<file path="config.mk">
export PLATFORM = sky130hd
export DESIGN_NAME = accumulator_alu_with_flags_top
export DESIGN_NICKNAME = d
export VERILOG_FILES = /design/src/hw/rtl/accalu_pkg.sv /design/src/hw/rtl/accalu_in_stage.sv /design/src/hw/rtl/accalu_core.sv /design/src/hw/rtl/accalu_out_stage.sv /design/src/hw/rtl/accumulator_alu_with_flags_top.sv
export VERILOG_INCLUDE_DIRS = /design/src /design/src/hw/rtl
export SDC_FILE = /design/constraint.sdc
export NUM_CORES = 1
export LEC_CHECK = 0
export ABC_AREA = 1
export BUFFER_PORTS_ARGS = -buffer_cell sky130_fd_sc_hd__buf_2
export CAP_MARGIN = 25
export CORE_AREA = 2 2 115 117
export DETAILED_ROUTE_END_ITERATION = 10
export DIE_AREA = 0 0 117 119
export PLACE_DENSITY_LB_ADDON = 0.25
export SYNTH_ARGS = -nofsm -noshare
export SYNTH_HDL_FRONTEND = slang
export SYNTH_HIERARCHICAL = 1
export SYNTH_SLANG_ARGS = --single-unit
</file>
<file path="constraint.sdc">
create_clock -name aclk -period 6.3 [get_ports aclk]
set_input_delay 1.26 -clock aclk [delete_from_list [all_inputs] [get_ports aclk]]
set_output_delay 1.26 -clock aclk [all_outputs]
set_load 0.05 [all_outputs]
</file>
<file path="src/hw/rtl/accumulator_alu_with_flags_top_macros.svh">
// Assertion macros shared by the accumulator ALU RTL.
`ifndef ACCUMULATOR_ALU_WITH_FLAGS_TOP_MACROS_SVH
`define ACCUMULATOR_ALU_WITH_FLAGS_TOP_MACROS_SVH

`ifndef SYNTH

// Clocked property check, disabled while reset is asserted.
`define ACCALU_ASSERT(lbl, clk, rstn, prop, msg) \
    lbl: assert property (@(posedge clk) disable iff (!rstn) (prop)) else $error(msg);

// Same-cycle implication check, disabled while reset is asserted.
`define ACCALU_ASSERT_IMP(lbl, clk, rstn, ante, cons, msg) \
    lbl: assert property (@(posedge clk) disable iff (!rstn) (ante) |-> (cons)) \
        else $error(msg);

`else

`define ACCALU_ASSERT(lbl, clk, rstn, prop, msg)
`define ACCALU_ASSERT_IMP(lbl, clk, rstn, ante, cons, msg)

`endif

`endif

</file>
<file path="src/hw/rtl/accalu_pkg.sv">
// Types and constants shared by the accumulator ALU modules.
`default_nettype none

package accalu_pkg;

    // Operation codes carried in the input tuser field.
    typedef enum logic [3:0] {
        OP_ADD    = 4'd0,
        OP_ADC    = 4'd1,
        OP_INC8   = 4'd2,
        OP_DEC8   = 4'd3,
        OP_RLCA   = 4'd4,
        OP_RRCA   = 4'd5,
        OP_RLA    = 4'd6,
        OP_RRA    = 4'd7,
        OP_DAA    = 4'd8,
        OP_CPL    = 4'd9,
        OP_ADD16  = 4'd10,
        OP_INC16  = 4'd11,
        OP_DEC16  = 4'd12,
        OP_LOAD_A = 4'd13
    } op_t;

    // Decimal adjust constants.
    localparam logic [7:0] DAA_ADJ_HI    = 8'h60;
    localparam logic [7:0] DAA_ADJ_LO    = 8'h06;
    localparam logic [7:0] DAA_LIMIT     = 8'h99;
    localparam logic [3:0] BCD_DIGIT_MAX = 4'h9;

    // Flag register, Z in the top bit down to C in the lowest.
    typedef struct packed {
        logic z;
        logic n;
        logic h;
        logic c;
    } flags_t;

    // One input item as held in the input register.
    typedef struct packed {
        op_t         action;
        logic [15:0] word_second;
        logic [15:0] word_first;
        logic [7:0]  operand_byte;
    } alu_item_t;

    // One result item, packed so that result_byte lands in the lowest bits.
    typedef struct packed {
        flags_t      flags;
        logic [7:0]  accumulator_out;
        logic [15:0] result_word;
        logic [7:0]  result_byte;
    } alu_result_t;

    // Handshake between the pipeline stages.
    typedef struct packed {
        logic item_valid;
        logic advance;
    } pipe_ctl_t;

endpackage

`default_nettype wire

</file>
<file path="src/hw/rtl/accalu_in_stage.sv">
// Input register stage of the accumulator ALU.
`default_nettype none

module accalu_in_stage
    import accalu_pkg::*;
(
    input  wire logic      aclk,
    input  wire logic      aresetn,
    input  wire logic      s_valid,
    output logic           s_ready,
    input  wire alu_item_t s_item,
    input  wire logic      advance,
    output logic           item_valid,
    output alu_item_t      item
);

    logic      valid_reg;
    logic      valid_next;
    alu_item_t item_reg;

    // A new transaction is taken when the register is empty or being drained.
    assign s_ready = !valid_reg || advance;

    always_comb begin
        valid_next = valid_reg;
        if (s_ready) begin
            valid_next = s_valid;
        end
    end

    always_ff @(posedge aclk) begin
        if (!aresetn) begin
            valid_reg <= 1'b0;
        end else begin
            valid_reg <= valid_next;
        end
    end

    // Payload register needs no reset.
    always_ff @(posedge aclk) begin
        if (s_ready && s_valid) begin
            item_reg <= s_item;
        end
    end

    assign item_valid = valid_reg;
    assign item       = item_reg;

endmodule

`default_nettype wire

</file>
<file path="src/hw/rtl/accalu_core.sv">
// Accumulator and flag state with the single-pass ALU datapath.
`default_nettype none

module accalu_core
    import accalu_pkg::*;
(
    input  wire logic      aclk,
    input  wire logic      aresetn,
    input  wire alu_item_t item,
    input  wire logic      commit,
    output alu_result_t    result
);

    logic [7:0]  acc_reg;
    logic [7:0]  acc_next;
    flags_t      flags_reg;
    flags_t      flags_next;

    logic [7:0]  a;
    logic [7:0]  b;
    logic        cin;
    logic [8:0]  sum9;
    logic [4:0]  nib5;
    logic [7:0]  inc_dec;
    logic [16:0] sum17;
    logic [12:0] sum13;
    logic        daa_hi;
    logic        daa_lo;
    logic [7:0]  daa_adj;
    logic [7:0]  byte_res;
    logic        byte_from_acc;
    logic [15:0] word_res;

    assign a = acc_reg;
    assign b = item.operand_byte;

    // Shared adders for the byte and word additions.
    always_comb begin
        cin   = (item.action == OP_ADC) ? flags_reg.c : 1'b0;
        sum9  = {1'b0, a} + {1'b0, b} + {8'd0, cin};
        nib5  = {1'b0, a[3:0]} + {1'b0, b[3:0]} + {4'd0, cin};
        sum17 = {1'b0, item.word_first} + {1'b0, item.word_second};
        sum13 = {1'b0, item.word_first[11:0]} + {1'b0, item.word_second[11:0]};
    end

    // Decimal adjust decisions use the accumulator and flags before the op.
    always_comb begin
        if (!flags_reg.n) begin
            daa_hi = flags_reg.c || (a > DAA_LIMIT);
            daa_lo = flags_reg.h || (a[3:0] > BCD_DIGIT_MAX);
        end else begin
            daa_hi = flags_reg.c;
            daa_lo = flags_reg.h;
        end
        daa_adj = (daa_hi ? DAA_ADJ_HI : 8'h00) | (daa_lo ? DAA_ADJ_LO : 8'h00);
    end

    // Operation select: next accumulator, flags, byte result and word result.
    always_comb begin
        acc_next      = acc_reg;
        flags_next    = flags_reg;
        inc_dec       = b;
        byte_from_acc = 1'b1;
        word_res      = 16'd0;
        case (item.action)
            OP_ADD, OP_ADC: begin
                acc_next     = sum9[7:0];
                flags_next.z = (sum9[7:0] == 8'd0);
                flags_next.n = 1'b0;
                flags_next.h = nib5[4];
                flags_next.c = sum9[8];
            end
            OP_INC8: begin
                inc_dec       = b + 8'd1;
                byte_from_acc = 1'b0;
                flags_next.h  = (b[3:0] == 4'hF);
                flags_next.z  = (inc_dec == 8'd0);
                flags_next.n  = 1'b0;
            end
            OP_DEC8: begin
                inc_dec       = b - 8'd1;
                byte_from_acc = 1'b0;
                flags_next.h  = (b[3:0] == 4'h0);
                flags_next.z  = (inc_dec == 8'd0);
                flags_next.n  = 1'b1;
            end
            OP_RLCA: begin
                acc_next   = {a[6:0], a[7]};
                flags_next = '{z: 1'b0, n: 1'b0, h: 1'b0, c: a[7]};
            end
            OP_RRCA: begin
                acc_next   = {a[0], a[7:1]};
                flags_next = '{z: 1'b0, n: 1'b0, h: 1'b0, c: a[0]};
            end
            OP_RLA: begin
                acc_next   = {a[6:0], flags_reg.c};
                flags_next = '{z: 1'b0, n: 1'b0, h: 1'b0, c: a[7]};
            end
            OP_RRA: begin
                acc_next   = {flags_reg.c, a[7:1]};
                flags_next = '{z: 1'b0, n: 1'b0, h: 1'b0, c: a[0]};
            end
            OP_DAA: begin
                if (!flags_reg.n) begin
                    acc_next     = a + daa_adj;
                    flags_next.c = daa_hi;
                end else begin
                    acc_next     = a - daa_adj;
                end
                flags_next.h = 1'b0;
                flags_next.z = (acc_next == 8'd0);
            end
            OP_CPL: begin
                acc_next     = ~a;
                flags_next.n = 1'b1;
                flags_next.h = 1'b1;
            end
            OP_ADD16: begin
                word_res     = sum17[15:0];
                flags_next.n = 1'b0;
                flags_next.h = sum13[12];
                flags_next.c = sum17[16];
            end
            OP_INC16: begin
                word_res = item.word_first + 16'd1;
            end
            OP_DEC16: begin
                word_res = item.word_first - 16'd1;
            end
            OP_LOAD_A: begin
                acc_next = b;
            end
            default: begin
                // Unused codes leave the state untouched.
                acc_next = acc_reg;
            end
        endcase
        byte_res = byte_from_acc ? acc_next : inc_dec;
    end

    // Architectural state advances only when the item moves to the output.
    always_ff @(posedge aclk) begin
        if (!aresetn) begin
            acc_reg   <= 8'd0;
            flags_reg <= '0;
        end else if (commit) begin
            acc_reg   <= acc_next;
            flags_reg <= flags_next;
        end
    end

    assign result = '{
        flags:           flags_next,
        accumulator_out: acc_next,
        result_word:     word_res,
        result_byte:     byte_res
    };

endmodule

`default_nettype wire

</file>
<file path="src/hw/rtl/accalu_out_stage.sv">
// Result register stage of the accumulator ALU.
`default_nettype none

module accalu_out_stage
    import accalu_pkg::*;
(
    input  wire logic        aclk,
    input  wire logic        aresetn,
    input  wire logic        item_valid,
    input  wire alu_result_t result,
    output logic             advance,
    output logic             m_valid,
    input  wire logic        m_ready,
    output alu_result_t      m_result
);

    logic        valid_reg;
    logic        valid_next;
    alu_result_t result_reg;

    // The pending item moves on when the result register is free or being taken.
    assign advance = item_valid && (!valid_reg || m_ready);

    always_comb begin
        valid_next = valid_reg;
        if (advance) begin
            valid_next = 1'b1;
        end else if (m_ready) begin
            valid_next = 1'b0;
        end
    end

    always_ff @(posedge aclk) begin
        if (!aresetn) begin
            valid_reg <= 1'b0;
        end else begin
            valid_reg <= valid_next;
        end
    end

    always_ff @(posedge aclk) begin
        if (advance) begin
            result_reg <= result;
        end
    end

    assign m_valid  = valid_reg;
    assign m_result = result_reg;

endmodule

`default_nettype wire

</file>
<file path="src/hw/rtl/accumulator_alu_with_flags_top.sv">
// Each item passes the input register, the combinational core and the result register in that order.
// Throughput: one transaction per cycle while the output is not blocked, set by the input and result registers.
// The accumulator and flags update in the cycle the item enters the result register.
// The input register can take one more transaction while a finished result waits.
// Reset (synchronous, active low) clears the accumulator, all flags and both valids.
`default_nettype none
`include "accumulator_alu_with_flags_top_macros.svh"

module accumulator_alu_with_flags_top
    import accalu_pkg::*;
(
    input  wire logic        aclk,
    input  wire logic        aresetn,
    input  wire logic        s_axis_tvalid,
    output logic             s_axis_tready,
    // tdata: operand_byte [7:0], word_first [23:8], word_second [39:24]
    input  wire logic [39:0] s_axis_tdata,
    // tuser: action [3:0]
    input  wire logic [3:0]  s_axis_tuser,
    output logic             m_axis_tvalid,
    input  wire logic        m_axis_tready,
    // tdata: result_byte [7:0], result_word [23:8], accumulator_out [31:24],
    // zero_flag [32], subtract_flag [33], half_carry_flag [34], carry_flag [35],
    // zeros [39:36]
    output logic [39:0]      m_axis_tdata
);

    alu_item_t   s_item;
    alu_item_t   item;
    alu_result_t result;
    alu_result_t m_result;
    logic        item_valid;
    logic        advance;

    // Unpack the incoming transaction.
    assign s_item = '{
        action:       op_t'(s_axis_tuser),
        word_second:  s_axis_tdata[39:24],
        word_first:   s_axis_tdata[23:8],
        operand_byte: s_axis_tdata[7:0]
    };

    accalu_in_stage u_in_stage (
        .aclk       (aclk),
        .aresetn    (aresetn),
        .s_valid    (s_axis_tvalid),
        .s_ready    (s_axis_tready),
        .s_item     (s_item),
        .advance    (advance),
        .item_valid (item_valid),
        .item       (item)
    );

    accalu_core u_core (
        .aclk    (aclk),
        .aresetn (aresetn),
        .item    (item),
        .commit  (advance),
        .result  (result)
    );

    accalu_out_stage u_out_stage (
        .aclk       (aclk),
        .aresetn    (aresetn),
        .item_valid (item_valid),
        .result     (result),
        .advance    (advance),
        .m_valid    (m_axis_tvalid),
        .m_ready    (m_axis_tready),
        .m_result   (m_result)
    );

    // Pack the result transaction, Z in the lowest flag bit up to C.
    assign m_axis_tdata = {4'd0, m_result.flags.c, m_result.flags.h, m_result.flags.n,
                           m_result.flags.z, m_result.accumulator_out, m_result.result_word,
                           m_result.result_byte};

    // The input stalls only when both stages hold items and the output is blocked.
    `ACCALU_ASSERT_IMP(a_stall_cause, aclk, aresetn, !s_axis_tready,
        item_valid && m_axis_tvalid && !m_axis_tready, "input stalled without cause")
    // An item is moved only when the input stage really holds one.
    `ACCALU_ASSERT_IMP(a_advance_valid, aclk, aresetn, advance, item_valid,
        "advance without a pending item")
    // An item that moves shows up as a valid result in the next cycle.
    `ACCALU_ASSERT(a_advance_result, aclk, aresetn, advance |=> m_axis_tvalid,
        "advanced item did not reach the output")

endmodule

`default_nettype wire
</file>
After elaboration in Yosys (flattened, before gate mapping). Cells that the tools add are included.

Output and inout port bits: 42. RAM bits: 0. Register bits: 94. Memories kept: 0. Logic and storage cells: 89. ROM bits: 0. Latch bits: 0. Input port bits: 48.

Equality and inequality tests: 14. Multiplexer cells: 18. Div/mod/pow operators: 0. Shifts and indexed selects: 0. Add/sub/neg operators: 12. Bitwise operators: 2. Order comparisons: 2. Reduce and logical (&&, ||, !) cells: 23. Multipliers: 0.

Operators with widths (number): $pmux 8 s8 (1); $pmux 16 s3 (1); $logic_not 8->1 (4); $eq 4x4->1 const B (7); $mux 8 (3); $add 16x16->17 (1); $add 16x1->16 const B (1); $eq 4x3->1 const B (4); $pmux 8 s2 (1); $sub 16x1->16 const B (1); $add 12x12->13 (1); $pmux 1 s5 (2); $reduce_or 2->1 (5); $add 8x8->9 (1); $add 9x1->9 (1); $add 8x1->8 const B (1); $add 8x8->8 (1); $eq 4x2->1 const B (2); $gt 8x8->1 const B (1); $logic_not 4->1 (2); $not 8->8 (1); $or 8x8->8 (1); $reduce_or 8->1 (1); $sub 8x1->8 const B (1); other kinds (16) (26).

Depth between registers and ports, before layout.
Word-level depth: 10. Mapped depth: 23. Mapped depth without buffers: 23.

Hierarchy. Netlist, hierarchy kept.

By module, submodules not included: accalu_core (instances 1, area each 4038.9 µm², cells an instance 730, seq. area each 240.2 µm²); accalu_in_stage (instances 1, area each 1372.6 µm², cells an instance 51, seq. area each 1341.3 µm²); accalu_out_stage (instances 1, area each 1132.3 µm², cells an instance 43, seq. area each 1101.1 µm²); accumulator_alu_with_flags_top (instances 1, area each 33.8 µm², cells an instance 5, seq. area each 0.0 µm²).

Worst setup path before layout. Ideal clock, no wire load.

Path kind: input to register. Start point: input port m_axis_tready. End point: register u_in_stage.item_reg (netlist bit u_in_stage/item[0]) (enable). Arrival time: 5.610 ns. Path slack: 0.230 ns. Library setup time: 0.460 ns. Data required time: 5.840 ns. Cell stages on the path: 4. Buffers on the path: 0. Cell sequence: inv_2 > a21oi_1 > inv_2 > a21oi_1.

Longest elaborated chain between the ends: 4.

Ends and longest elaborated chain: start: declaration (line accumulator_alu_with_flags_top.sv:21) `input wire logic m_axis_tready,`; $logic_or 1x1->1 (line accalu_out_stage.sv:22) `assign advance = item_valid && (!valid_reg || m_ready);`; $logic_and 1x1->1 (line accalu_out_stage.sv:22); net advance (line accumulator_alu_with_flags_top.sv:33) `logic advance;`; $logic_or 1x1->1 (line accalu_in_stage.sv:22) `assign s_ready = !valid_reg || advance;`; $logic_and 1x1->1 (line accalu_in_stage.sv:41) `if (s_ready && s_valid) begin`; end signal: assignment (line accalu_in_stage.sv:42) `item_reg <= s_item;`; end: declaration (line accalu_in_stage.sv:19) `alu_item_t item_reg;`.

The timed path passes the listed nets, and every way through them passes these cells. A chain may end at the register's enable or synchronous reset.

Worst setup path after layout.
Start point: input port m_axis_tready. End point: output port s_axis_tready.

Longest elaborated chain between the ends: 3.

Ends and longest elaborated chain: $logic_or 1x1->1 (line accalu_out_stage.sv:22); $logic_and 1x1->1 (line accalu_out_stage.sv:22); net advance (line accumulator_alu_with_flags_top.sv:33); $logic_or 1x1->1 (line accalu_in_stage.sv:22); end: declaration (line accumulator_alu_with_flags_top.sv:15) `output logic s_axis_tready,`.

The timed path passes the listed nets, and every way through them passes these cells.

==> metrics <==
clock-pin slew on the worst setup and hold paths 0.06 ns; core outline area 12900 sq um; critical path type in2out; clock latency on the worst-skew pair 0.34 ns; setup_tns 0 ns; Fin Hold WS 0.514 ns; max reg flops 44; critical path's slowest cell sky130_fd_sc_hd__buf_4; post-placement cell area 7220 sq um; antenna violation net count after detailed routing 0; cell count after synthesis 829; first-pass GRT wire length 27.3 mm; Critical Path, Cell by Cell buf_2 > inv_2 > a21oi_4 > buf_4 > inv_2 > nand2_2 > buf_2; per-cell routed wire length 15.3 um; antenna diode instance count 0; Root Buffer sky130_fd_sc_hd__clkbuf_16; remaining max-slew budget at the tightest pin 28.4%; crit start category primary input; ratio of total power to cell area 241 nW/um^2; total via count in the routed design 6013; number of I/O port buffers 85; CP delay by family, top buffers and inverters; Vias/cell 5.45; share of layout cells above drive strength 1 15.5%; arrival time at the worst endpoint 2.50 ns; DP Worst Slack 2.53 ns; total overflow reported by the global router 0; Worst-Margin Slew 1.07 ns; clock tree from TritonCTS yes; worst vdd rail ir drop 0.154 mV; summed instance area of the synthesized netlist 6580 sq um; die extent in y 119 um; average instance area after synthesis 7.93 sq um; post-route fraction of the period consumed by the critical path 59.7%; status finished clean; crit path setup slack, layout 2.54 ns; Worst Path Required 5.04 ns; peak clock frequency supported by timing 266 MHz; cell leakage power 3.61 nW; overall global routing resource usage 25.2%; iteration-0 DRC count of the detailed router 568; sequential area share after synthesis 40.8%; number of different library cells in the post-synthesis netlist 44; Fin Clk Skew 0.00724 ns; largest fanout of any net on the critical path 53; number of buffers created by CTS 9; number of max-capacitance violations reported 0; fin. max-slew vios 0; Main synth FF type sky130_fd_sc_hd__edfxtp_1; floorplan die width 117 um; RSZ-0062 raised after global routing no; total count of hold-check failures in the final report 0; number of buffers added for setup after CTS 0; WP buf/inv 5; setup violation total in the final timing report 0; number of flip-flops and latches in the synthesized netlist 94; post-route cell area 7520 sq um; number of synthesized flops with an enable pin 80; type of destination of the critical path primary output; number of antenna violations at the first check in global routing 0; final weighted congestion in routability-driven placement 0.954; Layout Area Growth over Synthesis 14.4%; Warnings, synthesis 6; residual DRC count 0; class of the tightest hold or removal check reg2reg; Resized cells post-CTS 0; min cycle time layout 3.76 ns; number of nets in the layout 1024; number of primary I/O pins 90; placement row count 42; vias in the first global route 5626; total wire length after detailed routing 16.9 mm; number of hold buffers added after cts 0; effective utilization at floorplan 51.1%; number of iterations in the first detailed-routing pass 5; # clock sinks 94; die area 13900 sq um; CP max stage delay 0.52 ns; pin count of the biggest net entering global routing 54; maximum buffer depth of the clock tree 2; H-Tree Depth 3; half-perimeter wire length of the detailed placement result 13.0 mm; share of synthesized flip-flops with an asynchronous set or reset 0%
[worst min-delay path: cells and delay by family, from the launching register on]
family	cells	cell delay (ns)
AO/OA/AOI/OAI	1	0.04
AND/OR/NAND/NOR	1	0.09
flip-flops	1	0.35
[where the power goes]
part	switching (mW)	internal, mW
clock	0.231	0.320
combinational	0.339	0.152
sequential	0.0419	0.731
[cell usage in the layout (no fill, tap or decap), types with 5 or more instances in the layout]
cell type	n
sky130_fd_sc_hd__a21o_1	7
sky130_fd_sc_hd__a21oi_1	65
sky130_fd_sc_hd__buf_2	85
sky130_fd_sc_hd__clkbuf_16	9
sky130_fd_sc_hd__dfxtp_1	14
sky130_fd_sc_hd__edfxtp_1	80
sky130_fd_sc_hd__ha_1	50
sky130_fd_sc_hd__inv_1	113
sky130_fd_sc_hd__inv_2	10
sky130_fd_sc_hd__nand2_1	200
sky130_fd_sc_hd__nand2_2	6
sky130_fd_sc_hd__nand3_1	62
sky130_fd_sc_hd__nand3b_1	5
sky130_fd_sc_hd__nand4_1	17
sky130_fd_sc_hd__nor2_1	58
sky130_fd_sc_hd__nor3_1	8
sky130_fd_sc_hd__o211ai_1	6
sky130_fd_sc_hd__o21ai_0	53
sky130_fd_sc_hd__o21ai_2	5
sky130_fd_sc_hd__o22ai_1	7
sky130_fd_sc_hd__xor2_1	5
[through the flow]
stage	total power, mW	util [%]	cells
final	1.82	58.4	1103
after global placement	1.26	56.1	1087
after global routing	1.91	58.4	1103
after CTS	1.82	58.4	1103
after floorplan	1.14	-	832
after detailed placement	1.27	56.1	1087
[cells in the mapped netlist, drive strengths merged (2+ instances only)]
library cell / n / area share [%]
nand2: 207 / 12
inv: 123 / 7.0
edfxtp: 80 / 37
a21oi: 70 / 5.6
nor2: 64 / 4.0
nand3: 62 / 4.7
o21ai: 62 / 5.0
ha: 50 / 9.5
nand4: 17 / 1.6
dfxtp: 14 / 4.3
nor3: 8 / 0.61
o211ai: 8 / 1.1
a21o: 7 / 0.80
buf: 7 / 0.68
o22ai: 7 / 0.67
nand3b: 5 / 0.57
xor2: 5 / 0.67
a31oi: 4 / 0.38
fa: 4 / 1.2
or2: 4 / 0.38
xnor2: 4 / 0.53
a21boi: 3 / 0.34
a221oi: 2 / 0.46
nor4: 2 / 0.19
o21bai: 2 / 0.23
[path summary, 6_finish.rpt]
kind	endpoint	slack [ns]	start	cells after the start
worst max-delay path	s_axis_tready	2.54	m_axis_tready	7
worst max register to register	u_out_stage/m_result[16]$_DFFE_PP_	3.02	u_in_stage/item[41]$_DFFE_PP_	14
worst min register to register	u_out_stage/m_valid$_SDFFE_PN0P_	0.51	u_out_stage/m_valid$_SDFFE_PN0P_	2
worst min-delay path	u_out_stage/m_valid$_SDFFE_PN0P_	0.51	u_out_stage/m_valid$_SDFFE_PN0P_	2
[metal layers]
| metal | vias up | routed length, um | part of all wire [%] | GRT usage [%] |
|---|---|---|---|---|
| li1 | 2999 | - | - | - |
| met1 | 2727 | 7380 | 44 | 33.4 |
| met2 | 251 | 7770 | 46 | 40.1 |
| met3 | 36 | 1220 | 7.2 | 5.19 |
| met4 | 0 | 537 | 3.2 | 10.1 |
| met5 | - | 0 | 0 | 0 |
[cell type report]
| class | count | area, sq um |
|---|---|---|
| Tap cell | 176 | 220 |
| Timing Repair Buffer | 87 | 440 |
| Clock inverter | 5 | 57.6 |
| Clock buffer | 11 | 243 |
| Inverter | 124 | 465 |
| Sequential cell | 94 | 2680 |
| Fill cell | 1181 | 5350 |
| Multi-Input combinational cell | 606 | 3410 |
[kinds of logic after synthesis]
| logic type | count (synthesis) | synth area share, % |
|---|---|---|
| xor gates and xnor gates | 9 | 1.20 |
| other | 1 | 0.0570 |
| AOI/OAI and AO/OA | 169 | 15.0 |
| adders and majority gates | 54 | 10.7 |
| and+or+nand+nor | 370 | 24.4 |
| buffers and inverters | 132 | 7.82 |
| DFF | 94 | 40.8 |
Note: power is estimated with default switching activity, not from simulation.
